**src/design/merge_sorter_core_defines.svh**
```systemverilog
// ----------------------------------------------------------------------------
// merge_sorter_core_defines.svh
// Assertion macros for the merge sorter; empty when SYNTHESIS is defined.
// ----------------------------------------------------------------------------
`ifndef MERGE_SORTER_CORE_DEFINES_SVH
`define MERGE_SORTER_CORE_DEFINES_SVH

`ifndef SYNTHESIS
`define MSORT_ASSERT_SAME(lbl, ante, cons) \
  lbl: assert property (@(posedge clk) disable iff (!rst_n) (ante) |-> (cons)) \
    else $error("merge sorter assertion failed");
`define MSORT_ASSERT_NEXT(lbl, ante, cons) \
  lbl: assert property (@(posedge clk) disable iff (!rst_n) (ante) |=> (cons)) \
    else $error("merge sorter assertion failed");
`else
`define MSORT_ASSERT_SAME(lbl, ante, cons)
`define MSORT_ASSERT_NEXT(lbl, ante, cons)
`endif

`endif

```
**src/design/msort_pkg.sv**
```systemverilog
// ----------------------------------------------------------------------------
// msort_pkg
// Shared constants, state type and control structs of the merge sorter.
// ----------------------------------------------------------------------------
package msort_pkg;

  localparam int DEPTH  = 64;
  localparam int DATA_W = 32;
  localparam int ADDR_W = $clog2(DEPTH);
  localparam int CNT_W  = $clog2(DEPTH + 1);
  localparam int SPAN_W = CNT_W + 1;

  typedef enum logic [1:0] {
    ST_IDLE,
    ST_MERGE,
    ST_EMIT
  } state_t;

  // Memory control from the sequencer: both stores see the same read addresses
  typedef struct packed {
    logic [ADDR_W-1:0] rd_addr_a;
    logic [ADDR_W-1:0] rd_addr_b;
    logic              src_scratch;
    logic              wr_value;
    logic              wr_scratch;
    logic [ADDR_W-1:0] wr_addr;
    logic [DATA_W-1:0] wr_data;
  } mem_ctl_t;

  typedef struct packed {
    logic emit;
    logic emit_last;
    logic overflowed;
  } emit_t;

endpackage

```
**src/design/msort_ctrl.sv**
```systemverilog
// ----------------------------------------------------------------------------
// msort_ctrl
// Load, bottom-up merge and emit sequencer; one element per request or cycle.
// ----------------------------------------------------------------------------
module msort_ctrl (
  input  logic                              clk,
  input  logic                              rst_n,
  input  logic                              start,
  input  logic signed [msort_pkg::DATA_W-1:0] in_value,
  input  logic                              in_last_in,
  input  logic [msort_pkg::DATA_W-1:0]      rd_a,
  input  logic [msort_pkg::DATA_W-1:0]      rd_b,
  output logic                              busy,
  output msort_pkg::mem_ctl_t               ctl,
  output msort_pkg::emit_t                  emit
);

  localparam int CW = msort_pkg::CNT_W;
  localparam int SW = msort_pkg::SPAN_W;
  localparam int AW = msort_pkg::ADDR_W;

  msort_pkg::state_t state_r, state_nxt;
  logic [CW-1:0] count_r, count_nxt;
  logic          ovf_r, ovf_nxt;
  logic          sel_r, sel_nxt;
  logic [SW-1:0] w_r, w_nxt;
  logic [CW-1:0] a_r, a_nxt;
  logic [CW-1:0] b_r, b_nxt;
  logic [CW-1:0] k_r, k_nxt;
  logic [CW-1:0] mid_r, mid_nxt;
  logic [CW-1:0] hi_r, hi_nxt;

  logic          accept, room, store;
  logic [CW-1:0] count_acc;
  logic          take_a, seg_end, pass_end, sort_done, emit_last;
  logic [CW-1:0] k_inc, lo_next, rem, seg_mid, seg_hi;
  logic [SW-1:0] w_dbl, w_next;
  logic [SW:0]   w2_next;

  assign accept    = start && (state_r == msort_pkg::ST_IDLE);
  assign room      = (count_r != CW'(msort_pkg::DEPTH));
  assign store     = accept && room;
  assign count_acc = count_r + CW'(store);

  // stable compare: ties take the left run
  assign take_a   = (a_r < mid_r) &&
                    (!(b_r < hi_r) || ($signed(rd_a) <= $signed(rd_b)));
  assign k_inc    = k_r + CW'(1);
  assign seg_end  = (k_inc == hi_r);
  assign pass_end = (hi_r == count_r);
  assign w_dbl    = w_r << 1;
  assign sort_done = pass_end && (w_dbl >= {1'b0, count_r});
  assign lo_next  = pass_end ? '0 : hi_r;
  assign w_next   = pass_end ? w_dbl : w_r;
  assign w2_next  = {w_next, 1'b0};
  assign rem      = count_r - lo_next;
  assign seg_mid  = ({1'b0, rem} > w_next) ? CW'(lo_next + CW'(w_next)) : count_r;
  assign seg_hi   = ({2'b0, rem} > w2_next) ? CW'(lo_next + CW'(w2_next)) : count_r;
  assign emit_last = ((a_r + CW'(1)) == count_r);

  always_comb begin
    state_nxt = state_r;
    case (state_r)
      msort_pkg::ST_IDLE: begin
        if (accept && in_last_in) begin
          state_nxt = (count_acc == CW'(1)) ? msort_pkg::ST_EMIT : msort_pkg::ST_MERGE;
        end
      end
      msort_pkg::ST_MERGE: begin
        if (seg_end && sort_done) begin
          state_nxt = msort_pkg::ST_EMIT;
        end
      end
      msort_pkg::ST_EMIT: begin
        if (emit_last) begin
          state_nxt = msort_pkg::ST_IDLE;
        end
      end
      default: state_nxt = msort_pkg::ST_IDLE;
    endcase
  end

  always_comb begin
    count_nxt = count_r;
    ovf_nxt   = ovf_r;
    sel_nxt   = sel_r;
    w_nxt     = w_r;
    a_nxt     = a_r;
    b_nxt     = b_r;
    k_nxt     = k_r;
    mid_nxt   = mid_r;
    hi_nxt    = hi_r;
    ctl.wr_value    = 1'b0;
    ctl.wr_scratch  = 1'b0;
    ctl.wr_addr     = k_r[AW-1:0];
    ctl.wr_data     = take_a ? rd_a : rd_b;
    ctl.src_scratch = sel_r;
    emit.emit       = 1'b0;
    emit.emit_last  = emit_last;
    emit.overflowed = ovf_r;
    case (state_r)
      msort_pkg::ST_IDLE: begin
        if (accept) begin
          ctl.wr_value = store;
          ctl.wr_addr  = count_r[AW-1:0];
          ctl.wr_data  = in_value;
          count_nxt    = count_acc;
          if (!room) begin
            ovf_nxt = 1'b1;
          end
          if (in_last_in) begin
            // prime the first segment of the width-one pass
            sel_nxt = 1'b0;
            w_nxt   = SW'(1);
            a_nxt   = '0;
            b_nxt   = CW'(1);
            k_nxt   = '0;
            mid_nxt = CW'(1);
            hi_nxt  = CW'(2);
          end
        end
      end
      msort_pkg::ST_MERGE: begin
        ctl.wr_value   = sel_r;
        ctl.wr_scratch = !sel_r;
        a_nxt = a_r + CW'(take_a);
        b_nxt = b_r + CW'(!take_a);
        k_nxt = k_inc;
        if (seg_end) begin
          // open the next segment, or the next pass from the other store
          a_nxt   = lo_next;
          b_nxt   = seg_mid;
          k_nxt   = lo_next;
          mid_nxt = seg_mid;
          hi_nxt  = seg_hi;
          w_nxt   = w_next;
          if (pass_end) begin
            sel_nxt = !sel_r;
          end
        end
      end
      msort_pkg::ST_EMIT: begin
        emit.emit = 1'b1;
        a_nxt     = a_r + CW'(1);
        if (emit_last) begin
          count_nxt = '0;
          ovf_nxt   = 1'b0;
        end
      end
      default: begin
        a_nxt = a_r;
      end
    endcase
    ctl.rd_addr_a = a_nxt[AW-1:0];
    ctl.rd_addr_b = b_nxt[AW-1:0];
  end

  always_ff @(posedge clk) begin
    if (!rst_n) begin
      state_r <= msort_pkg::ST_IDLE;
      count_r <= '0;
      ovf_r   <= 1'b0;
      sel_r   <= 1'b0;
    end else begin
      state_r <= state_nxt;
      count_r <= count_nxt;
      ovf_r   <= ovf_nxt;
      sel_r   <= sel_nxt;
    end
  end

  always_ff @(posedge clk) begin
    w_r   <= w_nxt;
    a_r   <= a_nxt;
    b_r   <= b_nxt;
    k_r   <= k_nxt;
    mid_r <= mid_nxt;
    hi_r  <= hi_nxt;
  end

  assign busy = (state_r != msort_pkg::ST_IDLE);

endmodule

```
**config.mk**
```make
export PLATFORM = sky130hd
export DESIGN_NAME = msort_ctrl
export DESIGN_NICKNAME = d
export VERILOG_FILES = /design/src/design/merge_sorter_core_defines.svh /design/src/design/msort_pkg.sv /design/src/design/msort_ctrl.sv
export SDC_FILE = /design/constraint.sdc
export NUM_CORES = 1
export LEC_CHECK = 0
export BUFFER_PORTS_ARGS = -buffer_cell sky130_fd_sc_hd__buf_2
export CAP_MARGIN = 20
export CELL_PAD_IN_SITES_DETAIL_PLACEMENT = 2
export CELL_PAD_IN_SITES_GLOBAL_PLACEMENT = 2
export CORE_MARGIN = 2
export CORE_UTILIZATION = 31
export DETAILED_ROUTE_END_ITERATION = 8
export PLACE_DENSITY_LB_ADDON = 0.1
export RECOVER_POWER = 100
export SETUP_SLACK_MARGIN = 0.15
export SYNTH_ARGS = -nofsm -noshare
export SYNTH_HDL_FRONTEND = slang
export SYNTH_SLANG_ARGS = --single-unit
export TNS_END_PERCENT = 1
```
**constraint.sdc**
```tcl
create_clock -name clk -period 5.25 [get_ports clk]
set_input_delay 0.525 -clock clk [delete_from_list [all_inputs] [get_ports clk]]
set_output_delay 0.525 -clock clk [all_outputs]
set_load 0.01 [all_outputs]
```
---- Word level (Yosys, flattened, before mapping) ----
Cells that the tools add are included.
word-level totals
  logic and storage cells ................. 115
  bits in writable memories ............... 0
  register bits ........................... 54
  memories ................................ 0
  latch bits .............................. 0
  bits in read-only memories .............. 0
cells by class
  add/sub/neg operators ................... 8
  bitwise operators ....................... 0
  eq/ne operators ......................... 15
  multiplexer cells ....................... 52
  multiply operators ...................... 0
  reduce and logical (&&, ||, !) cells .... 22
  order comparisons ....................... 6
  divide/modulo/power cells ............... 0
  shift-type cells ........................ 0
operators with widths
  kind                                            count
  two-way mux 7 bit                               20
  two-way mux 38 bit                              2
  one-hot mux 7 bit (2 select lines)              5
  less-or-equal comparator 32 bit                 1
  two-way mux 32 bit                              1
  two-way mux 8 bit                               4
  adder 7 x 1 -> 7 bit                            3
  == test 7 bit                                   3
  one-hot mux 7 bit (3 select lines)              1
  one-hot mux 8 bit (2 select lines)              1
  adder 7 x 1 -> 7 bit (second input constant)    2
  adder 7 bit                                     2
  < comparator 7 bit                              2
  inequality test 2 bit (second input constant)   7
  AND reduction 3 bit                             4
  two-way mux 1 bit                               10
  > comparator 7 x 9 -> 1 bit                     1
  >= comparator 8 x 7 -> 1 bit                    1
  > comparator 7 x 8 -> 1 bit                     1
  two-way mux 2 bit                               4
  AND reduction 4 bit                             2
  == test 7 x 1 -> 1 bit (second input constant)  1
  inequality test 7 bit (second input constant)   1
  subtractor 7 bit                                1
  12 further kinds                                23

---- Logic depth before layout (Yosys ltp) ----
  word-level depth ........................ 8
  depth in mapped cells ................... 23
  depth with buffers taken out ............ 20

---- Worst setup path after synthesis ----
OpenSTA, ideal clock, no wires.
  path type ............................... register to output
  start point ............................. register count_r[1]
  end point ............................... output ctl[42] (netlist name)
  stages on the path, launching flop included .. 24
  setup slack ............................. 0.466 ns
  data arrival time ....................... 4.259 ns
  cells stage by stage .................... dfxtp_1 -> clkbuf_1 -> xor2_1 -> nor4_1 -> nand4_1 -> clkbuf_1 -> and2_1 -> ha_1 -> inv_1 -> fa_1 -> a21oi_1 -> nor2_1 -> nor2_1 -> o21bai_1 -> a21oi_1 -> xnor2_1 -> ha_1 -> a2111o_1 -> a31oi_1 -> or3_1 -> buf_6 -> mux2_4 -> o21ai_1 -> buf_4
on the way
  longest elaborated chain between the ends .. 7
ends and longest elaborated chain
  what                                  line               source
  from (decl)                           msort_ctrl.sv:23   logic [CW-1:0] count_r, count_nxt;
  from (signal assigned)                msort_ctrl.sv:166  count_r <= count_nxt;
  == test 7 bit                         msort_ctrl.sv:50   assign pass_end = (hi_r == count_r);
  two-way mux 7 bit                     msort_ctrl.sv:53   assign lo_next = pass_end ? '0 : hi_r;
  subtractor 7 bit                      msort_ctrl.sv:56   assign rem = count_r - lo_next;
  > comparator 7 x 8 -> 1 bit           msort_ctrl.sv:57   assign seg_mid = ({1'b0, rem} > w_next) ? CW'(lo_next + CW'(w_next)) : count_r;
  two-way mux 7 bit *                   msort_ctrl.sv:57
  two-way mux 7 bit *                   msort_ctrl.sv:129  if (seg_end) begin
  one-hot mux 7 bit (2 select lines) *  msort_ctrl.sv:101  case (state_r)
  to (decl)                             msort_ctrl.sv:14   output msort_pkg::mem_ctl_t ctl,
Mark *: on every way between the ends. The rest lies on a longest branch, timed or not.

==> key figures <==
Setup path
  – Critical Path Source Type: register
  – Reg2Reg Setup Slack: 0.57 ns
  – CP required: 4.72 ns
  – Crit path max fanout: 7
  – CP Capture Type: output pin
  – WS Path Type: register to output pin
  – Arrival time at the worst endpoint: 4.49 ns

CTS
  – CTS sink count: 54
  – Root Buffer: clkbuf_16
  – Hold_buf cts: 0
  – Clock Tree Buf Depth: 2
  – TritonCTS clock tree: yes
  – CTS buffer count: 5
  – Worst-path clk slew: 0.07 ns
  – H-tree lvl count: 2
  – Clk Latency, worst-skew pair: 0.31 ns

Route
  – WL per Instance: 21.7 um
  – Starting DRT DRC Count: 228
  – Post-route ant nets: 0
  – Drt first pass iters: 4
  – DR vias: 6,806
  – Vias per cell: 5.46
  – Routed wire length: 27.0 mm
  – DRC: 0

Global route
  – Largest net degree at the start of global routing: 54
  – First-pass GRT wire length: 41.3 mm
  – Grt ovf: 0
  – Tot GR Track Use: 23.8%
  – Number of global-route vias before repair: 7,319
  – Initial antenna violation count: 0

Placement
  – Gp weighted congestion: 0.912
  – Dpl hpwl: 21.6 mm
  – Port buffer count: 156
  – Pre-CTS setup slack: 0.0966 ns
  – DP Cell Count: 1,230

STA
  – Final period util: 95.6%
  – Worst-Margin Slew: 2.36 ns
  – Sum Neg Setup Slack: 0 ns
  – Clk_skew: 0.0134 ns
  – F_max: 0.199 GHz
  – Post-layout min period: 5.02 ns
  – Setup ws final: 0.233 ns
  – Final hold viol count: 0
  – Final-report setup violation count: 0
  – Max-slew violations: 54
  – RSZ-0062 raised after global routing: no
  – Rel. slew slack: -57.3%

Pwr
  – Leak: 3.55 nW
  – Maximum vdd drop: 0.000131 V
  – Pwr dens: 281 nW/um^2

Finish
  – Ant. Diodes: 0
  – Most common cell after layout, fill and taps aside: buf_2
  – Share of layout cells above drive strength 1: 17.9%
  – Final net count: 1,167
  – Commonest cells after routing, fill and taps aside: 112 x buf_2, 90 x nor2_1, 86 x ha_1
  – # fillers: 2,440
  – Final std cells w/o fill: 1,247
  – Area growth, synth to finish: 19.8%
  – Footprint of the multi-input gates: 4580 um^2
  – Register area: 1390 um^2

Logic synthesis
  – Cells after synthesis: 843
  – Mux share of post-synthesis cell area: 3.19%
  – Yosys warns: 0
  – EDFF count, synth: 31
  – Seq cells post-synth: 54
  – Post-Synth XOR/XNOR Area: 7.55%
  – Number of library cell types mapped by synthesis: 64
  – Adder-Cell Fraction of Synth Area: 17.9%
  – Synth Cell Area: 6480 um^2
  – Post-Syn Nets: 1,034
  – Syn_area_per_cell: 7.69 um^2
  – Top FF cell, synth: edfxtp_1
  – Sequential-to-total area share from yosys stat: 21.5%
  – Simple logic cell fraction of the synthesized area: 16.1%
  – Compound-Gate Fraction of Synth Area: 24.1%
  – Fraction of registers with async set/reset: 0%
  – Largest family of logic cells by synthesized area: compound AO/OA/AOI/OAI gates

Floorplan
  – IO Count: 157
  – Initial Util: 31.8%
  – Row count: 52
  – Die Ht: 149 um
  – Core Area: 20,400 um^2
  – Die Area: 22,100 um^2
  – Die width: 149 um

Run status
  – Failing checks: max-capacitance violations, max-slew violations
  – Status: finished, violations left

Hold path
  – Hold WC Path Type: register to register

Job
  – Maxcap violations: 1
-- critical path: stages (launching register included) --
cell      delay (ns)
edfxtp_1        0.43
xor2_1          0.20
nor4_1          0.33
nand4_1         0.17
buf_6           0.16
and2_4          0.14
ha_4            0.16
inv_4           0.05
fa_1            0.22
a21oi_2         0.07
nor2_2          0.12
nor2_2          0.06
o21bai_1        0.17
a21oi_2         0.10
xnor2_2         0.16
ha_4            0.18
a2111o_1        0.35
a31oi_2         0.19
or3_4           0.26
mux2_4          0.33
o21ai_2         0.16
buf_2           0.15
-- Yosys cell counts (6+ instances only) --
master	n	share of area [%]
buf_4	16	1.9
nand4_1	13	1.3
a21o_1	11	1.3
o21ai_1	9	0.70
o211ai_1	6	0.70
a31oi_1	42	4.1
xnor2_1	29	3.9
nor2_1	93	5.4
clkbuf_1	39	2.3
ha_1	88	17
a211oi_1	7	0.81
o21a_1	9	1.0
dfxtp_1	23	7.1
o21ai_0	53	4.1
nand3_1	24	1.9
edfxtp_1	31	14
xor2_1	14	1.9
nand2_1	59	3.4
a21oi_1	78	6.0
inv_1	83	4.8
mux2i_1	18	2.8
-- sequential cells by signal, summed over array words and instances, names as in the netlist --
register and cells:
w_r 8, a_r 7, b_r 7, count_r 7, hi_r 7, k_r 7, mid_r 7, state_r 2
ovf_r 1, sel_r 1
-- logic make-up after synthesis --
family	count (synthesis)
and+or+nand+nor	230
adders and majority gates	91
xor gates and xnor gates	48
AOI/OAI and AO/OA	255
buffers and inverters	145
DFF	54
muxes	20
-- metal layers --
layer	track usage, %	wire length, um	up-vias	share of wire [%]
met5	0	0	-	0
met4	4.62	364	0	1.3
met3	2.24	1150	23	4.2
met2	45.1	13800	163	51
met1	29.3	11700	3369	43
li1	-	-	3251	-
-- layout make-up --
class                           count  area share (%)
Sequential cell                    54            17.9
Tap cell                          270            4.35
Timing Repair Buffer              188            12.6
Multi-Input combinational cell    644            58.9
Inverter                           83            4.05
Clock buffer                        6            1.93
Clock inverter                      2           0.193
-- stage by stage --
step | cell area, um^2 | power, mW | util (%) | hold slack, ns
4_1_cts | 7710 | 2.19 | 37.9 | 0.528
5_1_grt | 7760 | 2.35 | 38.1 | 0.558
3_5_place_dp | 7500 | 1.79 | 36.8 | 0.538
2_1_floorplan | 6480 | 1.36 | - | 0.482
6_report | 7760 | 2.18 | 38.1 | 0.534
3_3_place_gp | 7470 | 1.74 | 36.7 | 0.527
-- what timing repair did --
action | in CTS | in global routing
gates cloned | 0 | 0
setup endpoints to repair | 6 | 6
resized for setup | 9 | 20
pin swaps | 5 | 18
buffers inserted | 2 | 6
-- path summary, 6_finish.rpt --
| kind | start | endpoint | depth (start not counted) |
|---|---|---|---|
| hold reg to reg | count_r[6] | count_r[6] | 1 |
| setup reg to reg | hi_r[6] | hi_r[4] | 22 |
| setup / recovery | hi_r[6] | ctl[42] | 21 |
| hold / removal | count_r[6] | count_r[6] | 1 |
-- power by group --
part	internal (mW)	switching, mW	total (mW)
combinational	0.473	0.729	1.20
sequential	0.510	0.0894	0.599
clock	0.207	0.174	0.381
total	1.19	0.993	2.18
(Power assumes the default switching activity.)
